### config.mk
export PLATFORM = sky130hd
export DESIGN_NAME = fkin_coord
export DESIGN_NICKNAME = d
export VERILOG_FILES = /design/src/design/fkin_pkg.sv /design/src/design/fkin_coord.sv
export SDC_FILE = /design/constraint.sdc
export NUM_CORES = 1
export LEC_CHECK = 0
export ABC_AREA = 1
export BUFFER_PORTS_ARGS = -buffer_cell sky130_fd_sc_hd__buf_2
export CAP_MARGIN = 20
export CORE_UTILIZATION = 50
export DETAILED_ROUTE_END_ITERATION = 12
export PLACE_DENSITY = 0.79
export SYNTH_ARGS = -nofsm -noshare
export SYNTH_HDL_FRONTEND = slang
export SYNTH_SLANG_ARGS = --single-unit
### constraint.sdc
create_clock -name clk_i -period 6.6 [get_ports clk_i]
set_input_delay 0.33 -clock clk_i [delete_from_list [all_inputs] [get_ports clk_i]]
set_output_delay 0.33 -clock clk_i [all_outputs]
set_load 0.05 [all_outputs]
### src/design/fkin_pkg.sv
package fkin_pkg;

  localparam int unsigned AngleBits    = 12;
  localparam int unsigned TrigFracBits = 15;
  localparam int unsigned LenBits      = 16;
  localparam int unsigned OutBits      = 18;
  localparam int unsigned CfgIdxBits   = 8;

  localparam int unsigned QuarterBits  = AngleBits - 2;
  localparam int unsigned Quarter      = 1 << QuarterBits;
  localparam int unsigned TrigAmp      = (1 << TrigFracBits) - 1;

  // one bit more than the quarter offset so that the full quarter index fits
  localparam int unsigned IdxBits  = QuarterBits + 1;
  localparam int unsigned ProdBits = LenBits + TrigFracBits;
  localparam int unsigned TermBits = ProdBits + 1;
  localparam int unsigned SumBits  = TermBits + 1;

  localparam logic [LenBits-1:0] LenReset = LenBits'(2560);

  localparam logic [CfgIdxBits-1:0] CfgFirstLinkLength  = CfgIdxBits'(0);
  localparam logic [CfgIdxBits-1:0] CfgSecondLinkLength = CfgIdxBits'(1);

  localparam real Pi = 3.14159265358979323846;

  // phase of one table step, a quarter turn spread over the quarter table
  localparam real QuarterStep = Pi / 2.0 / real'(Quarter);

  // magnitude and sign of one table value
  typedef struct packed {
    logic                    neg;
    logic [TrigFracBits-1:0] mag;
  } trig_t;

  typedef logic [TrigFracBits-1:0] qsine_tab_t [0:Quarter];

  // first quarter of round(amp * sin(2*pi*k / full turn)), indexes 0 to quarter
  function automatic qsine_tab_t build_qsine();
    qsine_tab_t tab;
    real        ph;
    for (int i = 0; i <= int'(Quarter); i++) begin
      ph     = QuarterStep * real'(i);
      tab[i] = TrigFracBits'($rtoi(real'(TrigAmp) * $sin(ph) + 0.5));
    end
    return tab;
  endfunction

  localparam qsine_tab_t QSine = build_qsine();

endpackage

### src/design/fkin_coord.sv
module fkin_coord (
  input  logic                                  clk_i,
  input  logic [fkin_pkg::LenBits-1:0]          len_a_i,
  input  logic [fkin_pkg::LenBits-1:0]          len_b_i,
  input  fkin_pkg::trig_t                       trig_a_i,
  input  fkin_pkg::trig_t                       trig_b_i,
  output logic signed [fkin_pkg::OutBits-1:0]   coord_o
);

  localparam int unsigned PB = fkin_pkg::ProdBits;
  localparam int unsigned TB = fkin_pkg::TermBits;
  localparam int unsigned SB = fkin_pkg::SumBits;

  logic [PB-1:0]        prod_a, prod_b;
  logic signed [TB-1:0] term_a_d, term_b_d, term_a_q, term_b_q;
  logic signed [SB-1:0] sum;

  assign prod_a = PB'(len_a_i) * PB'(trig_a_i.mag);
  assign prod_b = PB'(len_b_i) * PB'(trig_b_i.mag);

  assign term_a_d = trig_a_i.neg ? -$signed({1'b0, prod_a}) : $signed({1'b0, prod_a});
  assign term_b_d = trig_b_i.neg ? -$signed({1'b0, prod_b}) : $signed({1'b0, prod_b});

  // round half up, then floor by the arithmetic shift
  assign sum = SB'(term_a_q) + SB'(term_b_q)
             + SB'(1 << (fkin_pkg::TrigFracBits - 1));

  always_ff @(posedge clk_i) begin
    term_a_q <= term_a_d;
    term_b_q <= term_b_d;
    coord_o  <= sum[fkin_pkg::TrigFracBits +: fkin_pkg::OutBits];
  end

endmodule
# == Word-level counts from Yosys, hierarchy flattened ==
# Cells that the tools add are included.
# op_classes
n_eq_ne,0
n_addsub,4
shifts,0
mux,2
magnitude_cmp,0
n_reduce_logical,0
multipliers,2
bitwise_logic,0
n_div,0
# op_table
cell,n
$neg A31 Y32,2
$mul A16 B15 Y31,2
$mux W31,2
$add A32 B32 Y33,1
$add A33 B16 Y33 const B,1
# word_totals
latch_bits,0
mem_bits_rw,0
input_bits,65
rom_bits,0
memories,0
output_inout_bits,18
elab_cells,13
regBits,82

# == Depth between registers and ports, before layout ==
# Gate-level depths: netlist of run 1.
# logic_depth
depth_word,3
ltp_mapped,36

# == Worst setup path after synthesis of run 1 ==
# Ideal clock, no wire load.
# synth_path
kind,input port to flip-flop
start,input trig_a_i[9] (netlist bit)
end,register term_a_q[29]
slack_ns,0.773
t_required_ns,6.491
cell_stages,29
n_path_buf,2
t_arrival_ns,5.718
path_cell_list,clkbuf_1 -> clkbuf_1 -> nand2_1 -> fa_1 -> fa_1 -> inv_1 -> fa_1 -> fa_1 -> fa_1 -> inv_1 -> fa_1 -> inv_1 -> ha_1 -> nand2_1 -> nor2_1 -> and2_1 -> nand2_1 -> nand2_1 -> nand2_1 -> nand2_1 -> nand2_1 -> nor2_4 -> nand3_2 -> nor2_1 -> nand2_1 -> nand2_1 -> nand2_1 -> nand2_1 -> inv_1
# synth_via
elab_chain_cells,3
# synth_rtl
element,line_no,source
"start, declared",fkin_coord.sv:5,"input fkin_pkg::trig_t trig_a_i,"
$mul A16 B15 Y31 (*),fkin_coord.sv:18,assign prod_a = PB'(len_a_i) * PB'(trig_a_i.mag);
$neg A31 Y32,fkin_coord.sv:21,"assign term_a_d = trig_a_i.neg ? -$signed({1'b0, prod_a}) : $signed({1'b0, prod_a});"
$mux W31 (*),fkin_coord.sv:21,
via term_a_d[29],fkin_coord.sv:15,"logic signed [TB-1:0] term_a_d, term_b_d, term_a_q, term_b_q;"
"end signal, assigned",fkin_coord.sv:29,term_a_q <= term_a_d;
"end, declared",fkin_coord.sv:15,
# Mark *: on every way through the listed nets, which the timed path passes. The rest lies on a longest branch.
# A chain may end at the register's enable or synchronous reset.

# == Worst setup path after layout of run 1 ==
# layout_path
start,input trig_a_i[6] (netlist bit)
end,register term_a_q[27]
# Same word-level chain as after synthesis.

==> flow_summary.yaml, run 1 <==
run_status:
  status: "complete, no violations"
worst_setup_path:
  crit_type: "in2reg"
  critical-path-max-stage-delay_ps: 550
  required_ps: 6840
  startpoint_type: "primary input"
  crit_arrival_ps: 6110
  critPathMostFrequentCell: "nand2_1"
  slowest_stage: "fa_1"
  crit_path_end_kind: "register"
  worstPathMaxFanout: 16
logic_synthesis:
  synth_edf_count: 0
  ys.flop_type: "dfxtp_1"
  netlist_area_um2: 23060
  ys_seq_area_share_pct: 7.117
  syn_avg_cell_area_um2: 6.970
  syn-num-nets: 3987
  ys_async_sr_fraction_pct: 0
  ys_types: 40
  post_synth_inst_count: 3309
  synth-seq-cells: 82
  synth_warnings: 0
global_route:
  grt_pass1_wl_um: 90810
  grt_max_degree: 28
  overflow: 0
  antenna_found_initial: 0
  track_usage_pct: 23.41
  grt_pass1_vias: 19640
floorplan:
  die-area_um2: 46990
  fp-row-count: 78
  core_um2: 45480
  start_util_pct: 50.72
  ios: 83
  fp.dieH_um: 216.8
  die-width_um: 216.8
place:
  gp_congestion: 0.9426
  io_buffers: 82
  place_inst: 3895
  hpwl_um: 44410
cts:
  h-tree-depth: 3
  hold_buffers: 0
  cts_sinks: 82
  postCtsSetupBuffers: 0
  clk_latency_ps: 350
  cts_buffers: 9
  cts_resized: 0
  cts-root-buf: "clkbuf_16"
  cts_tree: "yes"
  clk_pin_slew_worst_paths_ps: 60
  cts_buffer_depth: 2
timing:
  max_freq_mhz: 170.5
  tightest_slew_ps: 466.3
  hold_viol: 0
  finClkSkew_ps: 8.324
  hold_slack_ps: 470.6
  relSlewSlack_pct: 68.69
  slew_violations: 0
  period_needed_ps: 5866
  rsz0062_at_grt: "no"
  tns_ps: 0
  finalSetupViolCount: 0
  finalCritPeriodShare_pct: 88.88
layout:
  final_common_cell: "nand2_1"
  drive_above_1_share_pct: 6.161
  antenna_cells: 0
  n_fill_cell: 4452
  final_util_pct: 53.14
  syn_to_final_growth_pct: 4.774
  layout_common_cells: "962 x nand2_1, 920 x inv_1, 360 x fa_1, 253 x ha_1, 130 x nor2_1"
  layout.nets: 3984
  instances_no_fill: 3911
flow_run:
  maxCapViolations: 0
routing:
  routed_via_density: 4.993
  drt_iter0_markers: 1141
  detail_route.wl_per_cell_um: 13.43
  drc: 0
  vias: 19527
  antenna_left: 0
  drtPass1Iterations: 5
  routed_wl_um: 52510
hold_path:
  hold_class: "in2reg"
[cell type report]
type | instances | area, µm² | area share, %
Sequential cell | 82 | 1642 | 6.793
Inverter | 937 | 3517 | 14.55
Multi-Input combinational cell | 2190 | 17520 | 72.51
Clock inverter | 6 | 55.05 | 0.2278
Timing Repair Buffer | 86 | 440.4 | 1.823
Tap cell | 600 | 750.7 | 3.107
Clock buffer | 10 | 239.0 | 0.9889
[registers in the layout (all words and copies together), names as in the netlist]
register	count
term_a_q	32
coord_o	18
term_b_q	32
[per-stage QoR]
stage / worst slack [ps] / area [µm²]
2_1_floorplan: 772.8 / 23060
3_3_place_gp: 434.8 / 23870
3_5_place_dp: 418.8 / 23870
4_1_cts: 761.1 / 24170
5_1_grt: 366.9 / 24170
6_report: 734.3 / 24170
[critical path: cells and delay by family]
family          cells  cell delay [ps]
simple gates       14             1580
buf+inv             4              510
compound gates      1              190
fa+ha+maj           7             3480
[final timing paths]
| kind | start | endpoint | slack (ps) | cells past startpoint |
|---|---|---|---|---|
| worst max-delay path | trig_a_i[6] | term_a_q[27] | 730 | 26 |
| worst max register to register | term_b_q[15] | coord_o[13] | 4280 | 10 |
| worst min-delay path | trig_a_i[15] | term_a_q[1] | 470 | 3 |
| worst min register to register | term_a_q[31] | coord_o[17] | 680 | 3 |
[synthesized netlist by cell type (all sizes together), types with 7 or more instances]
cell type	instances	area (µm²)
clkbuf	97	364.1
xnor2	31	271.5
ha	253	3166
and2	7	45.05
a21oi	93	469.2
nand3	116	650.6
nand3b	15	112.6
inv	935	3510
xor2	43	376.6
nor3	17	85.08
o21bai	8	60.06
dfxtp	82	1642
o21ai	42	229.0
a31oi	10	62.56
nor2	154	658.1
fa	360	7207
nand4	19	118.9
nand2	1006	3896
[layer usage]
layer / track usage, % / share of wire [%] / routed length, µm
met1: 29.69 / 42 / 22130
met2: 42.61 / 50 / 26340
met3: 2.376 / 5.5 / 2887
met4: 5.516 / 2.2 / 1152
met5: 0 / 0 / 0
[kinds of logic after synthesis]
| group | count (synthesis) | share of synthesized area (%) |
|---|---|---|
| AND/OR/NAND/NOR | 1341 | 24.32 |
| buffers and inverters | 1037 | 16.91 |
| adder cells (fa/ha/maj) | 613 | 44.97 |
| AO/OA/AOI/OAI | 162 | 3.862 |
| flip-flops | 82 | 7.117 |
| XOR/XNOR | 74 | 2.810 |
Power of run 1 is left out: the tool's default activity adds up to more than one toggle a clock period on the data nets, which glitch-free logic cannot reach.
==> inputs of run 2 (changes only) <==
- PLACE_DENSITY: 0.79 -> 0.81
- clock period: 6.6 -> 5.3 ns (I/O delays scaled with it)
==> run 2 against run 1 <==
Effect of this change:
- the flow now finishes with violations (negative setup slack)
- count of clock-buffer cells in the layout rose by 1
- core utilization rose by 9.4 points
- final cell count rose by 7.9%
- non-clock buffer count rose by 308
- clock skew rose by 0.84 ps
- wire length rose by 15%
- worst hold slack got worse by 5.8 ps
- first-iteration DRC count rose by 22%
- worst setup slack got worse by 950 ps
- cell area rose by 18%
- register-to-register slack got worse by 1500 ps
- die area did not move
==> flow_summary.yaml, run 2 (synthesis gave the netlist of run 1 again) <==
run_status:
  status: "finished, violations left"
  violations: "negative setup slack"
layout:
  reg.largest.list: "term_a_q x32, term_b_q x32, coord_o x18"
  layout.nets: 4292
  multi_input_area_um2: 18970
  layout_common_cells: "868 x inv_1, 827 x nand2_1, 354 x fa_1, 303 x buf_4, 233 x ha_1"
  final_common_cell: "inv_1"
  antenna_cells: 0
  n_fill_cell: 3678
  drive_above_1_share_pct: 22.30
  syn_to_final_growth_pct: 23.30
  regArea_um2: 1642
floorplan:
  core_um2: 45480
  ios: 83
  fp.dieH_um: 216.8
  start_util_pct: 50.72
  die-area_um2: 46990
  die-width_um: 216.8
  fp-row-count: 78
routing:
  top_layer: "met4"
  routed_via_density: 5.032
  drtPass1Iterations: 6
  detail_route.wl_per_cell_um: 14.31
  antenna_left: 0
  wl_met2_um: 31120
  drt_iter0_markers: 1394
  routed_wl_um: 60390
  routed-wl-met3_um: 3286
  drc: 0
  wl_met1_um: 24330
  vias: 21232
global_route:
  grt_pass1_wl_um: 95760
  overflow: 0
  track_usage_pct: 24.46
  grt_pass1_vias: 21187
  grt_max_degree: 28
  antenna_found_initial: 0
timing:
  tightest_slew_ps: 590.6
  relSlewSlack_pct: 60.63
  period_needed_ps: 5512
  rsz0062_at_grt: "yes"
  finClkSkew_ps: 9.166
  finalSetupViolCount: 19
  hold_slack_ps: 464.8
  slew_violations: 0
  hold_viol: 0
  finalCritPeriodShare_pct: 104.0
  setup_slack_ps: -212.2
  max_freq_mhz: 181.4
worst_setup_path:
  critPathMostFrequentCell: "nand2_1"
  slowest_stage: "fa_1"
  r2r_end: "coord_o[11]"
  startpoint_type: "primary input"
  r2r_slack_ps: 2820
  critical-path-max-stage-delay_ps: 530
  reg2reg_from: "term_b_q[21]"
  crit_path_end_kind: "register"
  crit_type: "in2reg"
  worstPathMaxFanout: 7
  required_ps: 5530
  crit_arrival_ps: 5740
  reg2regPathDepth: 8
cts:
  cts_buffer_depth: 2
  cts_sinks: 82
  h-tree-depth: 3
  clk_pin_slew_worst_paths_ps: 60
  cts-root-buf: "clkbuf_16"
  hold_buffers: 0
  cts_buffers: 9
  cts_tree: "yes"
  clk_latency_ps: 330
place:
  gp_congestion: 0.9423
  hpwl_um: 48690
  io_buffers: 82
hold_path:
  holdPathStages: 4
  min_from: "trig_a_i[0]"
  hold_class: "in2reg"
  holdPathEnd: "term_a_q[0]"
flow_run:
  maxCapViolations: 0
==> run 2: metal layers <==
layer | track usage, % | vias to the layer above
met3 | 1.985 | 161
met2 | 45.07 | 739
met4 | 5.282 | 0
met1 | 31.06 | 10152
met5 | 0 | -
li1 | - | 10180
==> run 2: what timing repair did <==
action | CTS | global route
resized for setup | 79 | 364
pin swaps | 44 | 141
buffers inserted | 10 | 22
setup endpoints to repair | 22 | 35
cloned | 0 | 5
==> run 2: layout make-up <==
type / count / share of cell area (%)
Timing Repair Buffer: 394 / 11.44
Multi-Input combinational cell: 2190 / 66.69
Inverter: 937 / 12.39
Sequential cell: 82 / 5.772
Tap cell: 600 / 2.640
Clock inverter: 5 / 0.2156
Clock buffer: 11 / 0.8535
==> run 2: how the worst max path moves through the flow <==
stage	slack [ps]	cells past startpoint	startpoint	to
after global routing	-410	31	len_a_i[12]	term_a_q[29]
after floorplan	-150	34	trig_b_i[4]	term_b_q[30]
after CTS	-10	27	trig_b_i[0]	term_b_q[29]
final	-210	29	len_a_i[12]	term_a_q[29]
after global placement	-430	30	len_a_i[7]	term_a_q[29]
after detailed placement	-490	32	len_a_i[8]	term_a_q[29]
==> run 2: critical path, delay by kind of cell <==
| family | cells | cell delay (ps) |
|---|---|---|
| and+or+nand+nor | 14 | 1580 |
| adders and majority gates | 7 | 3310 |
| buffers and inverters | 8 | 560 |
==> run 2: stage by stage <==
step / setup TNS (ps) / instances / utilization, % / instance area, µm² / worst slack (ps)
floorplan: -1587 / 3309 / - / 23800 / -146.7
global placement: -9960 / 4167 / 57.96 / 26360 / -427.5
detailed placement: -12990 / 4167 / 57.96 / 26360 / -486.9
CTS: -24.98 / 4193 / 59.31 / 26970 / -13.85
global route: -6328 / 4219 / 62.53 / 28440 / -409.5
finish: -1031 / 4219 / 62.53 / 28440 / -212.2
Power of run 2 is left out for the same reason.
